<file path="config.mk">
export PLATFORM = sky130hd
export DESIGN_NAME = power_rail_supervisor_top_flat
export DESIGN_NICKNAME = d
export VERILOG_FILES = /design/src/sv/prs_pkg.sv /design/src/sv/prs_if.sv /design/src/sv/power_rail_supervisor_top.sv /design/src/sv/prs_scale.sv /design/src/flat_wrapper.sv
export SDC_FILE = /design/constraint.sdc
export NUM_CORES = 2
export LEC_CHECK = 0
export BUFFER_PORTS_ARGS = -buffer_cell sky130_fd_sc_hd__buf_2
export CORE_ASPECT_RATIO = 0.75
export CORE_MARGIN = 2
export CORE_UTILIZATION = 60
export CTS_CLUSTER_SIZE = 28
export DETAILED_ROUTE_END_ITERATION = 10
export PLACE_DENSITY = 0.89
export SETUP_SLACK_MARGIN = 0.5
export SLEW_MARGIN = 20
export SYNTH_ARGS = -nofsm -noshare
export SYNTH_HDL_FRONTEND = slang
export SYNTH_HIERARCHICAL = 1
export SYNTH_SLANG_ARGS = --single-unit
</file>
<file path="constraint.sdc">
create_clock -name clk -period 8.5 [get_ports clk]
set_input_delay 1.7 -clock clk [delete_from_list [all_inputs] [get_ports clk]]
set_output_delay 1.7 -clock clk [all_outputs]
set_load 0.05 [all_outputs]
</file>
<file path="src/sv/prs_pkg.sv">
`timescale 1ns / 1ps
// Shared constants, register codes, scale factors and handshake structs for the rail supervisor.
package prs_pkg;

  localparam int SCANS_AVERAGED_DEF = 10;
  localparam int CHANNELS           = 5;
  localparam int SAMPLE_W           = 12;
  localparam int CH_W               = 3;
  localparam int VAL_W              = 15;

  localparam int CFG_IDX_W  = 3;
  localparam int CFG_DATA_W = 16;
  localparam int TRIP_W     = 4;

  // register indexes
  localparam logic [CFG_IDX_W-1:0] REG_RAIL12_HIGH = 3'd0;
  localparam logic [CFG_IDX_W-1:0] REG_RAIL12_LOW  = 3'd1;
  localparam logic [CFG_IDX_W-1:0] REG_RAIL12_MAX  = 3'd2;
  localparam logic [CFG_IDX_W-1:0] REG_RAIL5_HIGH  = 3'd3;
  localparam logic [CFG_IDX_W-1:0] REG_RAIL5_LOW   = 3'd4;
  localparam logic [CFG_IDX_W-1:0] REG_RAIL5_MAX   = 3'd5;
  localparam logic [CFG_IDX_W-1:0] REG_TRIP_CHECKS = 3'd6;

  localparam logic [CFG_DATA_W-1:0] RST_RAIL12_HIGH = 16'd13530;
  localparam logic [CFG_DATA_W-1:0] RST_RAIL12_LOW  = 16'd11070;
  localparam logic [CFG_DATA_W-1:0] RST_RAIL12_MAX  = 16'd3500;
  localparam logic [CFG_DATA_W-1:0] RST_RAIL5_HIGH  = 16'd6600;
  localparam logic [CFG_DATA_W-1:0] RST_RAIL5_LOW   = 16'd4800;
  localparam logic [CFG_DATA_W-1:0] RST_RAIL5_MAX   = 16'd1000;
  localparam logic [TRIP_W-1:0]     RST_TRIP_CHECKS = 4'd3;

  // request codes
  localparam logic REQ_STORE = 1'b0;
  localparam logic REQ_CHECK = 1'b1;

  // channel order inside one scan
  localparam logic [CH_W-1:0] CH_V25 = 3'd0;
  localparam logic [CH_W-1:0] CH_V12 = 3'd1;
  localparam logic [CH_W-1:0] CH_V5  = 3'd2;
  localparam logic [CH_W-1:0] CH_I5  = 3'd3;
  localparam logic [CH_W-1:0] CH_I12 = 3'd4;

  // 67925/9216 = (9*7547 + 2) / (9*1024): integer part times 7547, plus floor(2m/9)
  localparam int COEF_W       = 13;
  localparam int PROD_W       = 25;
  localparam int FRAC_W       = 10;
  localparam int FRAC_SHIFT   = 17;
  localparam logic [13:0] FRAC_MUL = 14'd14564;  // ceil(2^17 / 9)

  localparam logic [COEF_W-1:0] COEF_V25 = 13'd7547;
  localparam logic [COEF_W-1:0] COEF_V12 = 13'd3575;
  localparam logic [COEF_W-1:0] COEF_V5  = 13'd715;
  localparam logic [COEF_W-1:0] COEF_I   = 13'd165;

  typedef struct packed {
    logic            valid;
    logic [CH_W-1:0] chan;
  } scale_req_t;

  typedef struct packed {
    logic             valid;
    logic [CH_W-1:0]  chan;
    logic [VAL_W-1:0] value;
  } scale_rsp_t;

  function automatic logic [COEF_W-1:0] scale_coef(input logic [CH_W-1:0] chan);
    logic [COEF_W-1:0] c;
    case (chan)
      CH_V25:  c = COEF_V25;
      CH_V12:  c = COEF_V12;
      CH_V5:   c = COEF_V5;
      default: c = COEF_I;
    endcase
    return c;
  endfunction

  function automatic logic [3:0] scale_shift(input logic [CH_W-1:0] chan);
    logic [3:0] s;
    case (chan)
      CH_V25:  s = 4'd10;
      CH_V12:  s = 4'd10;
      CH_V5:   s = 4'd9;
      default: s = 4'd7;
    endcase
    return s;
  endfunction

endpackage

</file>
<file path="src/sv/prs_if.sv">
`timescale 1ns / 1ps
// Handshake channel interfaces: request, result and register write.
interface prs_req_if;
  import prs_pkg::*;
  logic                valid;
  logic                ready;
  logic                req_type;
  logic [SAMPLE_W-1:0] sample;
  modport source (output valid, req_type, sample, input ready);
  modport sink (input valid, req_type, sample, output ready);
endinterface

interface prs_res_if;
  logic        valid;
  logic        ready;
  logic [14:0] rail25_mv;
  logic [13:0] rail12_mv;
  logic [12:0] rail5_mv;
  logic [12:0] current5_ma;
  logic [12:0] current12_ma;
  logic        rail12_trip;
  logic        rail5_trip;
  modport source (output valid, rail25_mv, rail12_mv, rail5_mv, current5_ma, current12_ma,
                  rail12_trip, rail5_trip, input ready);
  modport sink (input valid, rail25_mv, rail12_mv, rail5_mv, current5_ma, current12_ma,
                rail12_trip, rail5_trip, output ready);
endinterface

interface prs_cfg_if;
  import prs_pkg::*;
  logic                  valid;
  logic                  ready;
  logic [CFG_IDX_W-1:0]  index;
  logic [CFG_DATA_W-1:0] data;
  modport source (output valid, index, data, input ready);
  modport sink (input valid, index, data, output ready);
endinterface

</file>
<file path="src/sv/power_rail_supervisor_top.sv">
`timescale 1ns / 1ps
// Top level of the two-rail power supervisor: sample store, check sequencer, trip decisions.
// A store word is written into the next slot; stores may arrive back to back while the block is idle.
// A check word walks the store, one memory read per stored sample, then runs the five channel
// sums through the three-stage scaler; no further word is accepted until its result word is
// loaded into the output register, and the walk is set by the single read port of the sample store.
// Reset (rst, synchronous): registers to defaults, store reads as zero through per-entry valid
// bits, write slot and over-current run cleared, no result pending.
module power_rail_supervisor_top #(
  parameter int SCANS_AVERAGED = prs_pkg::SCANS_AVERAGED_DEF
) (
  input logic        clk,
  input logic        rst,
  prs_req_if.sink    req,
  prs_res_if.source  res,
  prs_cfg_if.sink    cfg
);
  import prs_pkg::*;

  localparam int DEPTH  = SCANS_AVERAGED * CHANNELS;
  localparam int ADDR_W = $clog2(DEPTH);
  localparam int SUM_W  = SAMPLE_W + $clog2(SCANS_AVERAGED);
  localparam logic [CH_W-1:0] CH_LAST = CH_I12;

  localparam logic [1:0] ST_IDLE   = 2'd0;
  localparam logic [1:0] ST_WALK   = 2'd1;
  localparam logic [1:0] ST_SCALE  = 2'd2;
  localparam logic [1:0] ST_REPORT = 2'd3;

  // configuration registers
  logic [CFG_DATA_W-1:0] rail12_high_mv, rail12_low_mv, rail12_max_ma;
  logic [CFG_DATA_W-1:0] rail5_high_mv, rail5_low_mv, rail5_max_ma;
  logic [TRIP_W-1:0]     trip_checks;

  // sample store: memory plus per-entry valid bits (unwritten entries read as zero)
  logic [SAMPLE_W-1:0] mem [DEPTH];
  logic [DEPTH-1:0]    vbits;
  logic [ADDR_W-1:0]   slot;
  logic [ADDR_W-1:0]   rd_addr;
  logic [SAMPLE_W-1:0] rd_data;
  logic                rd_vbit;

  logic [1:0]          state;
  logic [CH_W-1:0]     rd_ch;
  logic                rd_pend;
  logic [CH_W-1:0]     rd_pend_ch;
  logic [SUM_W-1:0]    sums [CHANNELS];
  logic [SAMPLE_W-1:0] rd_eff;

  logic                iss_on;
  logic [CH_W-1:0]     iss_ch;
  scale_req_t          sreq;
  scale_rsp_t          srsp;

  // scaled channel values, filled from the scaler
  logic [14:0] v25;
  logic [13:0] v12;
  logic [12:0] v5, i5, i12;
  logic [TRIP_W-1:0] run;

  logic store_fire, check_fire, out_free;
  logic trip12, win5_fault, over5, trip5;
  logic [TRIP_W-1:0] run_inc, run_next;

  assign req.ready  = (state == ST_IDLE);
  assign cfg.ready  = 1'b1;
  assign store_fire = req.valid && req.ready && (req.req_type == REQ_STORE);
  assign check_fire = req.valid && req.ready && (req.req_type == REQ_CHECK);
  assign out_free   = !res.valid || res.ready;
  assign rd_eff     = rd_vbit ? rd_data : '0;

  // ---------------- register writes ----------------
  always_ff @(posedge clk) begin
    if (rst) begin
      rail12_high_mv <= RST_RAIL12_HIGH;
      rail12_low_mv  <= RST_RAIL12_LOW;
      rail12_max_ma  <= RST_RAIL12_MAX;
      rail5_high_mv  <= RST_RAIL5_HIGH;
      rail5_low_mv   <= RST_RAIL5_LOW;
      rail5_max_ma   <= RST_RAIL5_MAX;
      trip_checks    <= RST_TRIP_CHECKS;
    end else if (cfg.valid) begin
      unique case (cfg.index)
        REG_RAIL12_HIGH: rail12_high_mv <= cfg.data;
        REG_RAIL12_LOW:  rail12_low_mv  <= cfg.data;
        REG_RAIL12_MAX:  rail12_max_ma  <= cfg.data;
        REG_RAIL5_HIGH:  rail5_high_mv  <= cfg.data;
        REG_RAIL5_LOW:   rail5_low_mv   <= cfg.data;
        REG_RAIL5_MAX:   rail5_max_ma   <= cfg.data;
        REG_TRIP_CHECKS: trip_checks    <= cfg.data[TRIP_W-1:0];
        default: ;  // unused index, ignored
      endcase
    end
  end

  // ---------------- sample store ----------------
  always_ff @(posedge clk) begin
    if (store_fire) begin
      mem[slot] <= req.sample;
    end
    rd_data <= mem[rd_addr];
    rd_vbit <= vbits[rd_addr];
  end

  always_ff @(posedge clk) begin
    if (rst) begin
      vbits <= '0;
      slot  <= '0;
    end else if (store_fire) begin
      vbits[slot] <= 1'b1;
      slot        <= (slot == ADDR_W'(DEPTH - 1)) ? '0 : slot + ADDR_W'(1);
    end
  end

  // ---------------- trip decisions (on the captured scaled values) ----------------
  always_comb begin
    trip12 = ({2'b0, v12} > rail12_high_mv) || ({2'b0, v12} < rail12_low_mv) ||
             ({3'b0, i12} > rail12_max_ma);
    win5_fault = ({3'b0, v5} > rail5_high_mv) || ({3'b0, v5} < rail5_low_mv);
    over5      = ({3'b0, i5} > rail5_max_ma);
    run_inc    = run + TRIP_W'(1);
    trip5      = 1'b0;
    run_next   = '0;
    if (win5_fault) begin
      trip5 = 1'b1;
    end else if (over5) begin
      // run wraps in four bits; a zero trip count trips on every over-current check
      if (run_inc >= trip_checks) begin
        trip5 = 1'b1;
      end else begin
        run_next = run_inc;
      end
    end
  end

  // ---------------- check sequencer ----------------
  // Walk reads every entry in address order; the channel tag rides along with the read.
  // The last read always belongs to the 12 V current channel, so its accumulate lands in
  // the first scale cycle while the 25 V sum, already complete, is issued.
  always_ff @(posedge clk) begin
    if (rst) begin
      state   <= ST_IDLE;
      rd_pend <= 1'b0;
      iss_on  <= 1'b0;
      run     <= '0;
      res.valid <= 1'b0;
    end else begin
      if (state == ST_REPORT && out_free) begin
        res.valid <= 1'b1;
      end else if (res.valid && res.ready) begin
        res.valid <= 1'b0;
      end
      rd_pend <= (state == ST_WALK);
      unique case (state)
        ST_IDLE: begin
          if (check_fire) begin
            state <= ST_WALK;
          end
        end
        ST_WALK: begin
          if (rd_addr == ADDR_W'(DEPTH - 1)) begin
            state  <= ST_SCALE;
            iss_on <= 1'b1;
          end
        end
        ST_SCALE: begin
          if (iss_on && iss_ch == CH_LAST) begin
            iss_on <= 1'b0;
          end
          if (srsp.valid && srsp.chan == CH_LAST) begin
            state <= ST_REPORT;
          end
        end
        ST_REPORT: begin
          if (out_free) begin
            run   <= run_next;
            state <= ST_IDLE;
          end
        end
        default: state <= ST_IDLE;
      endcase
    end
  end

  // address and channel counters, sums, issue counter
  always_ff @(posedge clk) begin
    rd_pend_ch <= rd_ch;
    if (check_fire) begin
      rd_addr <= '0;
      rd_ch   <= CH_V25;
      sums    <= '{default: '0};
    end else begin
      if (state == ST_WALK) begin
        rd_addr <= (rd_addr == ADDR_W'(DEPTH - 1)) ? '0 : rd_addr + ADDR_W'(1);
        rd_ch   <= (rd_ch == CH_LAST) ? CH_V25 : rd_ch + CH_W'(1);
      end
      if (rd_pend) begin
        sums[rd_pend_ch] <= sums[rd_pend_ch] + SUM_W'(rd_eff);
      end
    end
    if (state == ST_WALK) begin
      iss_ch <= CH_V25;
    end else if (iss_on) begin
      iss_ch <= iss_ch + CH_W'(1);
    end
  end

  // ---------------- scaler ----------------
  assign sreq.valid = iss_on;
  assign sreq.chan  = iss_ch;

  prs_scale #(
    .SCANS_AVERAGED (SCANS_AVERAGED)
  ) u_scale (
    .clk (clk),
    .rst (rst),
    .req (sreq),
    .sum (sums[iss_ch]),
    .rsp (srsp)
  );

  always_ff @(posedge clk) begin
    if (srsp.valid) begin
      case (srsp.chan)
        CH_V25:  v25 <= srsp.value;
        CH_V12:  v12 <= srsp.value[13:0];
        CH_V5:   v5  <= srsp.value[12:0];
        CH_I5:   i5  <= srsp.value[12:0];
        default: i12 <= srsp.value[12:0];
      endcase
    end
  end

  // ---------------- result word ----------------
  always_ff @(posedge clk) begin
    if (state == ST_REPORT && out_free) begin
      res.rail25_mv    <= v25;
      res.rail12_mv    <= v12;
      res.rail5_mv     <= v5;
      res.current5_ma  <= i5;
      res.current12_ma <= i12;
      res.rail12_trip  <= trip12;
      res.rail5_trip   <= trip5;
    end
  end

  // ---------------- assertions ----------------
  a_slot_range: assert property (@(posedge clk) disable iff (rst)
    slot <= ADDR_W'(DEPTH - 1))
    else $error("write slot beyond store depth");

  a_check_starts_walk: assert property (@(posedge clk) disable iff (rst)
    check_fire |=> state == ST_WALK)
    else $error("check word did not start the store walk");

  a_rsp_in_scale: assert property (@(posedge clk) disable iff (rst)
    srsp.valid |-> state == ST_SCALE)
    else $error("scaler response outside the scale phase");

  a_result_from_report: assert property (@(posedge clk) disable iff (rst)
    $rose(res.valid) |-> $past(state) == ST_REPORT)
    else $error("result word raised outside the report step");

endmodule

</file>
<file path="src/sv/prs_scale.sv">
`timescale 1ns / 1ps
// Three-stage channel scaler: sum to mean, mean times factor, shift to mV or mA.
module prs_scale #(
  parameter int SCANS_AVERAGED = prs_pkg::SCANS_AVERAGED_DEF
) (
  input  logic                 clk,
  input  logic                 rst,
  input  prs_pkg::scale_req_t  req,
  input  logic [prs_pkg::SAMPLE_W+$clog2(SCANS_AVERAGED)-1:0] sum,
  output prs_pkg::scale_rsp_t  rsp
);
  import prs_pkg::*;

  localparam int L      = $clog2(SCANS_AVERAGED);
  localparam int SUM_W  = SAMPLE_W + L;
  localparam int S      = SUM_W + L;
  // reciprocal of the scan count, exact for every sum below 2^SUM_W
  localparam logic [SUM_W:0] MDIV =
    (SUM_W+1)'(((1 << S) + SCANS_AVERAGED - 1) / SCANS_AVERAGED);

  logic [2*SUM_W:0]     div_prod;
  logic                 s1_valid;
  logic [CH_W-1:0]      s1_chan;
  logic [SAMPLE_W-1:0]  s1_mean;
  logic [26:0]          frac_prod;
  logic                 s2_valid;
  logic [CH_W-1:0]      s2_chan;
  logic [PROD_W-1:0]    s2_prod;
  logic [FRAC_W-1:0]    s2_frac;
  logic [PROD_W-1:0]    pre_shift;
  logic [PROD_W-1:0]    shifted;

  assign div_prod  = sum * MDIV;
  assign frac_prod = {s1_mean, 1'b0} * FRAC_MUL;
  assign pre_shift = (s2_chan == CH_V25) ? s2_prod + PROD_W'(s2_frac) : s2_prod;
  assign shifted   = pre_shift >> scale_shift(s2_chan);

  always_ff @(posedge clk) begin
    if (rst) begin
      s1_valid  <= 1'b0;
      s2_valid  <= 1'b0;
      rsp.valid <= 1'b0;
    end else begin
      s1_valid  <= req.valid;
      s2_valid  <= s1_valid;
      rsp.valid <= s2_valid;
    end
    s1_chan   <= req.chan;
    s1_mean   <= div_prod[S +: SAMPLE_W];
    s2_chan   <= s1_chan;
    s2_prod   <= PROD_W'(s1_mean) * PROD_W'(scale_coef(s1_chan));
    s2_frac   <= frac_prod[FRAC_SHIFT +: FRAC_W];
    rsp.chan  <= s2_chan;
    rsp.value <= shifted[VAL_W-1:0];
  end

endmodule

</file>
<file path="src/flat_wrapper.sv">
// flat-port wrapper written by rule: the top's interface ports become plain ports
module power_rail_supervisor_top_flat import prs_pkg::*;
#(
  parameter int SCANS_AVERAGED = prs_pkg::SCANS_AVERAGED_DEF
)
  (clk, rst, req_valid, req_req_type, req_sample, req_ready, res_valid, res_rail25_mv, res_rail12_mv, res_rail5_mv, res_current5_ma, res_current12_ma, res_rail12_trip, res_rail5_trip, res_ready, cfg_valid, cfg_index, cfg_data, cfg_ready);
  prs_req_if req_i ();
  prs_res_if res_i ();
  prs_cfg_if cfg_i ();
  input logic clk;
  input logic rst;
  input wire logic [$bits(req_i.valid)-1:0] req_valid;
  input wire logic [$bits(req_i.req_type)-1:0] req_req_type;
  input wire logic [$bits(req_i.sample)-1:0] req_sample;
  output wire logic [$bits(req_i.ready)-1:0] req_ready;
  output wire logic [$bits(res_i.valid)-1:0] res_valid;
  output wire logic [$bits(res_i.rail25_mv)-1:0] res_rail25_mv;
  output wire logic [$bits(res_i.rail12_mv)-1:0] res_rail12_mv;
  output wire logic [$bits(res_i.rail5_mv)-1:0] res_rail5_mv;
  output wire logic [$bits(res_i.current5_ma)-1:0] res_current5_ma;
  output wire logic [$bits(res_i.current12_ma)-1:0] res_current12_ma;
  output wire logic [$bits(res_i.rail12_trip)-1:0] res_rail12_trip;
  output wire logic [$bits(res_i.rail5_trip)-1:0] res_rail5_trip;
  input wire logic [$bits(res_i.ready)-1:0] res_ready;
  input wire logic [$bits(cfg_i.valid)-1:0] cfg_valid;
  input wire logic [$bits(cfg_i.index)-1:0] cfg_index;
  input wire logic [$bits(cfg_i.data)-1:0] cfg_data;
  output wire logic [$bits(cfg_i.ready)-1:0] cfg_ready;
  assign req_i.valid = req_valid;
  assign req_i.req_type = req_req_type;
  assign req_i.sample = req_sample;
  assign req_ready = req_i.ready;
  assign res_valid = res_i.valid;
  assign res_rail25_mv = res_i.rail25_mv;
  assign res_rail12_mv = res_i.rail12_mv;
  assign res_rail5_mv = res_i.rail5_mv;
  assign res_current5_ma = res_i.current5_ma;
  assign res_current12_ma = res_i.current12_ma;
  assign res_rail12_trip = res_i.rail12_trip;
  assign res_rail5_trip = res_i.rail5_trip;
  assign res_i.ready = res_ready;
  assign cfg_i.valid = cfg_valid;
  assign cfg_i.index = cfg_index;
  assign cfg_i.data = cfg_data;
  assign cfg_ready = cfg_i.ready;
  power_rail_supervisor_top #(.SCANS_AVERAGED(SCANS_AVERAGED)) u_core (.clk(clk), .rst(rst), .req(req_i), .res(res_i), .cfg(cfg_i));
endmodule
</file>
# Word level (Yosys, flattened, before mapping)
# Memories as Yosys holds them, arrays and structs flattened. A register that Yosys moved wholly into a read port is not among the register bits.
# Index checks and enable logic that the tools add are counted.
[classes]
addsub = 7
mul = 3
n_div = 0
magnitude_cmp = 13
n_eq_ne = 26
n_shift = 1
n_mux = 37
bitwise = 5
reduce_logical = 38
[op_table]
columns = ["operator", "count"]
rows = [
  ["$bmux 16 s3", 2],
  ["$bwmux 80", 1],
  ["$mux 16", 5],
  ["$or 50x50->50", 1],
  ["$demux 16 s3", 1],
  ["$gt 13x16->1", 3],
  ["$pmux 13 s3", 1],
  ["$mul 16x16->31 const B", 1],
  ["$reduce_and 2->1", 13],
  ["$add 25x10->25", 1],
  ["$mul 12x13->25", 1],
  ["$mux 25", 1],
  ["$shr 25x4->15", 1],
  ["$mul 12x12->24 const B", 1],
  ["$eq 3x2->1 const B", 6],
  ["$eq 3x3->1 const B", 6],
  ["$add 16x12->16", 1],
  ["$gt 14x16->1", 1],
  ["$lt 13x16->1", 1],
  ["$lt 14x16->1", 1],
  ["$lt 6x7->1 const B", 2],
  ["$add 6x1->6 const B", 2],
  ["$eq 3x1->1 const B", 4],
  ["$eq 6x6->1 const B", 2],
  ["33 further kinds", 71],
]
[word_totals]
regBits = 473
latchBits = 0
mem_bits_rw = 600
mem_bits_ro = 0
in_bits = 37
output_inout_bits = 73
elab_cells = 177
memories = 1
[memory_table]
columns = ["name", "words", "width", "rd", "rd_ports_with_merged_regs", "write_ports", "line", "text"]
rows = [
  ["u_core.mem", 50, 12, 1, 1, 1, "power_rail_supervisor_top.sv:36", "logic [SAMPLE_W-1:0] mem [DEPTH];"],
]

# Longest topological paths before layout
[depth]
depth_word = 6
depth_mapped = 28
ltp_nobuf = 25

# By module
# The synthesis kept the hierarchy.
[by_module_without_submodules]
columns = ["mod", "instances", "cells_each", "area_per_inst_um2"]
rows = [
  ["power_rail_supervisor_top", 1, 2831, 41348.4],
  ["prs_scale", 1, 1337, 13138.9],
]

# Worst setup path before layout
# OpenSTA, ideal clock, no wires.
[synth_timing]
path_type = "flip-flop to flip-flop"
from = "register u_core.iss_ch[1]"
to = "register u_core.u_scale.s1_mean[11]"
setup_time_ns = 0.072
arrival_time_ns = 6.568
required_ns = 8.428
slack_ns = 1.860
path_stages_with_launch = 25
path_buffers = 2
synth_period_minus_slack_ns = 6.640
cell_sequence = "dfxtp_1 clkbuf_1 clkbuf_1 mux4_2 inv_1 o21ai_0 ha_1 ha_1 inv_1 fa_1 inv_1 fa_1 inv_1 fa_1 fa_1 inv_1 ha_1 a21oi_1 o21ai_0 o31a_1 o311a_4 o41ai_4 o211ai_2 a31oi_2 xnor2_1"
[synth_between]
elab_chain_cells = 5
[synth_lines]
columns = ["item", "line", "text"]
rows = [
  ["start: declaration", "power_rail_supervisor_top.sv:51", "logic [CH_W-1:0] iss_ch;"],
  ["start signal: assignment", "power_rail_supervisor_top.sv:204", "iss_ch <= iss_ch + CH_W'(1);"],
  ["$not 3->4 (implied by the code)", "power_rail_supervisor_top.sv:218", ".sum (sums[iss_ch]),"],
  ["$bmux 16 s3", "power_rail_supervisor_top.sv:218", ""],
  ["$mux 16 (implied by the code) (2 in series)", "power_rail_supervisor_top.sv:218", ""],
  ["$mul 16x16->31", "prs_scale.sv:33", "assign div_prod = sum * MDIV;"],
  ["named net u_core.u_scale.div_prod[31]", "prs_scale.sv:21", "logic [2*SUM_W:0] div_prod;"],
  ["end signal: assignment", "prs_scale.sv:49", "s1_mean <= div_prod[S +: SAMPLE_W];"],
  ["end: declaration", "prs_scale.sv:24", "logic [SAMPLE_W-1:0] s1_mean;"],
]
# The timed path passes the listed nets, and every way through them passes these cells. The select of a mux whose other input is x is not followed.
# A chain may end at the register's enable or synchronous reset.

# Worst setup path in the final report
[layout_timing]
from = "register u_core.iss_ch[2]"
to = "register u_core.u_scale.s1_mean[7]"
# The elaborated chain is that of the path after synthesis.

==> results_dict.tcl <==
set metrics [dict create \
    regArea_um2 29120 \
    drc 0 \
    critical_path_required_ns 9.11 \
    synthCells 4168 \
    nets 4885 \
    htreeDepth 3 \
    num_rows 95 \
    holdPathStages 0 \
    area_growth_pct 9.401 \
    vias 36130 \
    finalWirelength_um 143100 \
    core_area_um2 89740 \
    dieArea_um2 93260 \
    fmax_mhz 138.1 \
    postCtsHoldBufs 0 \
    critical_path_class "reg2reg" \
    post_route_cells_drive_above_1_share_pct 13.90 \
    status "complete, no violations" \
    synth_top_area_share_pct 40.67 \
    clock_skew_ns 0.05316 \
    die_w_um 352.0 \
    pre_cts_ws_ns 1.303 \
    root_buffer "clkbuf_16" \
    worstPathMaxFanout 20 \
    ys_seq_area_share_pct 53.42 \
    port_buffers 108 \
    synth_ff_type "edfxtp_1" \
    whs_endpoint "u_core/v25[14]" \
    dr.pass1.iters 9 \
    yosys_register_bits 1085 \
    start_kind "flop" \
    multi_input_area_um2 23110 \
    slew_violations 0 \
    reg2reg_to "u_core/u_scale/s1_mean[7]" \
    post_drt_via_cell_ratio 6.504 \
    globalRouteTotalUtil_pct 30.83 \
    worstRegToRegCells 22 \
    final.setup.worst_slack_ns 1.257 \
    relSlewSlack_pct 24.06 \
    cts.sinks 1085 \
    placed_cells 5365 \
    setup-tns-final_ns 0 \
    yosys-top-cells-area "edfxtp_1 41%, dfxtp_1 13%, ha_1 8.6%, mux4_2 8.4%, fa_1 8.1%" \
    synth.largest_area_cell "edfxtp_1" \
    rsz0062_at_grt "no" \
    async_flop_share_pct 0 \
    regToRegSetupSlack_ns 1.26 \
    finalWorstPathRequiredPeriod_ns 7.243 \
    cp.arrival_ns 7.85 \
    fin_crit_sh_pct 85.22 \
    final_core_util_pct 66.42 \
    post_cts_buffers 0 \
    fillers 5763 \
    hold_class "reg2reg" \
    io_pins 110 \
    syn_area_per_cell_um2 13.07 \
    insertion_delay_ns 0.70 \
    crit_path_start "u_core/iss_ch[2]" \
    grt_pass1_wl_um 218200 \
    numCtsBuffers 98 \
    grt_pass1_vias 35970 \
    antenna_found_initial 10 \
    postCtsResizedCells 0 \
    final_hold_viol_count 0 \
    synth_cell_type_count 85 \
    cap_violations 0 \
    finalSetupViolations 0 \
    min-delay-start "u_core/u_scale/rsp[14]" \
    synth_nets 4800 \
    synthesis.area_um2 54490 \
    grt_max_degree 161 \
    end_kind "flop" \
    start_util_pct 60.72 \
    clockBufferDepth 3 \
    synth-edff-count 738 \
    yosysWarningCount 6 \
    gp_congestion 0.9513 \
    rr_startpoint "u_core/iss_ch[2]" \
    grt-ovfl-total 0 \
    die_h_um 265.0 \
    clkSlewWorstSetupHoldPaths_ns 0.06 \
    dpl.hpwl_um 91050 \
    final_cells 5555 \
    drt_iter0_markers 6189 \
    wl_per_cell_um 25.75 \
    tightest_slew_ns 1.137 \
    cts_tree "built" \
    drtAntennaViolNets 0 \
]
[flip-flops by register name (all words and copies together), names as in the netlist, 15 cells and up]
| register | count |
|---|---|
| u_core/vbits | 50 |
| u_core/rail5_high_mv | 16 |
| u_core/rail5_max_ma | 16 |
| u_core/mem | 600 |
| u_core/rail12_low_mv | 16 |
| u_core/rail12_max_ma | 16 |
| u_core/v25 | 15 |
| u_core/res.rail25_mv | 15 |
| u_core/sums | 80 |
| u_core/rail12_high_mv | 16 |
| u_core/rail5_low_mv | 16 |
| u_core/u_scale/rsp | 19 |
| u_core/u_scale/s2_prod | 25 |
[worst max-delay path: stages (launching register included)]
cell,delay [ns]
dfxtp_1,0.78
and3_1,0.69
nand2_1,0.11
o21ai_0,0.40
ha_1,0.45
ha_1,0.30
inv_1,0.07
fa_1,0.50
inv_1,0.05
fa_1,0.54
inv_1,0.05
fa_1,0.45
fa_1,0.50
inv_1,0.05
ha_1,0.28
a21oi_1,0.13
o21ai_0,0.16
o31a_1,0.35
o311a_4,0.43
o41ai_4,0.34
o21bai_1,0.15
a21oi_1,0.23
xnor2_1,0.16
[synthesized netlist by cell type, drive strengths merged, types with 28 or more instances]
cell	instances
clkbuf	120
a211o	38
xnor2	44
nor2b	43
mux4	203
inv	451
nor2	285
xor2	32
nand4	28
nor3	46
nand3	52
and2	33
o21ai	97
buf	48
a21oi	197
edfxtp	738
a21o	30
a211oi	40
ha	375
mux2i	39
fa	220
nand2	379
dfxtp	347
[routing by layer]
layer | vias to the layer above | track usage [%] | part of all wire [%] | routed length, µm
li1 | 15070 | - | - | -
met1 | 17630 | 42.60 | 38 | 53680
met2 | 2850 | 47.36 | 45 | 64420
met3 | 568 | 8.000 | 13 | 18460
met4 | 10 | 11.65 | 4.5 | 6434
met5 | - | 0 | 0.044 | 63
[per-stage QoR]
stage,hold slack [ns],area (µm²)
3_5_place_dp,0.3835,56320
2_1_floorplan,0.3290,54490
4_1_cts,0.4054,59570
3_3_place_gp,0.3750,56300
6_report,0.4048,59610
5_1_grt,0.4064,59600
[cells in the final DEF, fill, tap and decap left out, drive strengths merged, types with 11 or more instances in the layout]
master   synthesis  layout
and3            26      26
a211o           38      38
nor3            46      46
o21ba           13      13
xor2            32      32
o21a            17      17
a2111oi         11      11
mux2            11      11
edfxtp         738     738
ha             375     375
inv            451     457
and2            33      33
a211oi          40      40
a22oi           19      19
o21ai           97      97
a21oi          197     197
nor2b           43      43
nand2b          22      22
xnor2           44      44
clkinv           0      26
buf             48     153
mux2i           39      39
a21o            30      30
dfxtp          347     347
nand4           28      28
fa             220     220
o211ai          23      23
nand3           52      52
nor2           285     285
o22ai           16      16
nand2          379     379
clkbuf         120     143
nand3b          24      24
mux4           203     203
[logic make-up (layout without fill, tap and decap cells)]
kind of cell | count (synthesis) | count (layout) | share of synthesized area, %
simple gates | 976 | 976 | 8.090
mux | 253 | 253 | 9.335
flops | 1085 | 1085 | 53.42
other cells | 1 | 5 | 0.006882
buf+inv | 619 | 790 | 4.427
fa+ha+maj | 595 | 595 | 16.69
xor+xnor | 76 | 76 | 1.222
compound gates | 563 | 563 | 6.804
[cell type report]
class / instances / share of cell area, %
sequential: 1085 / 48.85
clock inverter: 43 / 0.7221
inverter: 451 / 2.840
timing repair buffer: 153 / 1.520
multi-input combinational: 2464 / 38.77
antenna: 4 / 0.01679
tap: 1212 / 2.544
clock buffer: 143 / 4.737
[worst max-delay path by stage]
stage	to	slack, ns
final	u_core/u_scale/s1_mean[7]	1.26
after floorplan	u_core/u_scale/s1_mean[11]	1.86
after CTS	u_core/u_scale/s1_mean[7]	1.30
after global placement	u_core/u_scale/s1_mean[11]	1.40
after global routing	u_core/u_scale/s1_mean[7]	0.87
after detailed placement	u_core/u_scale/s1_mean[7]	1.30
Power is left out: the tool's default activity adds up to more than one toggle a clock period on the data nets, which glitch-free logic cannot reach.
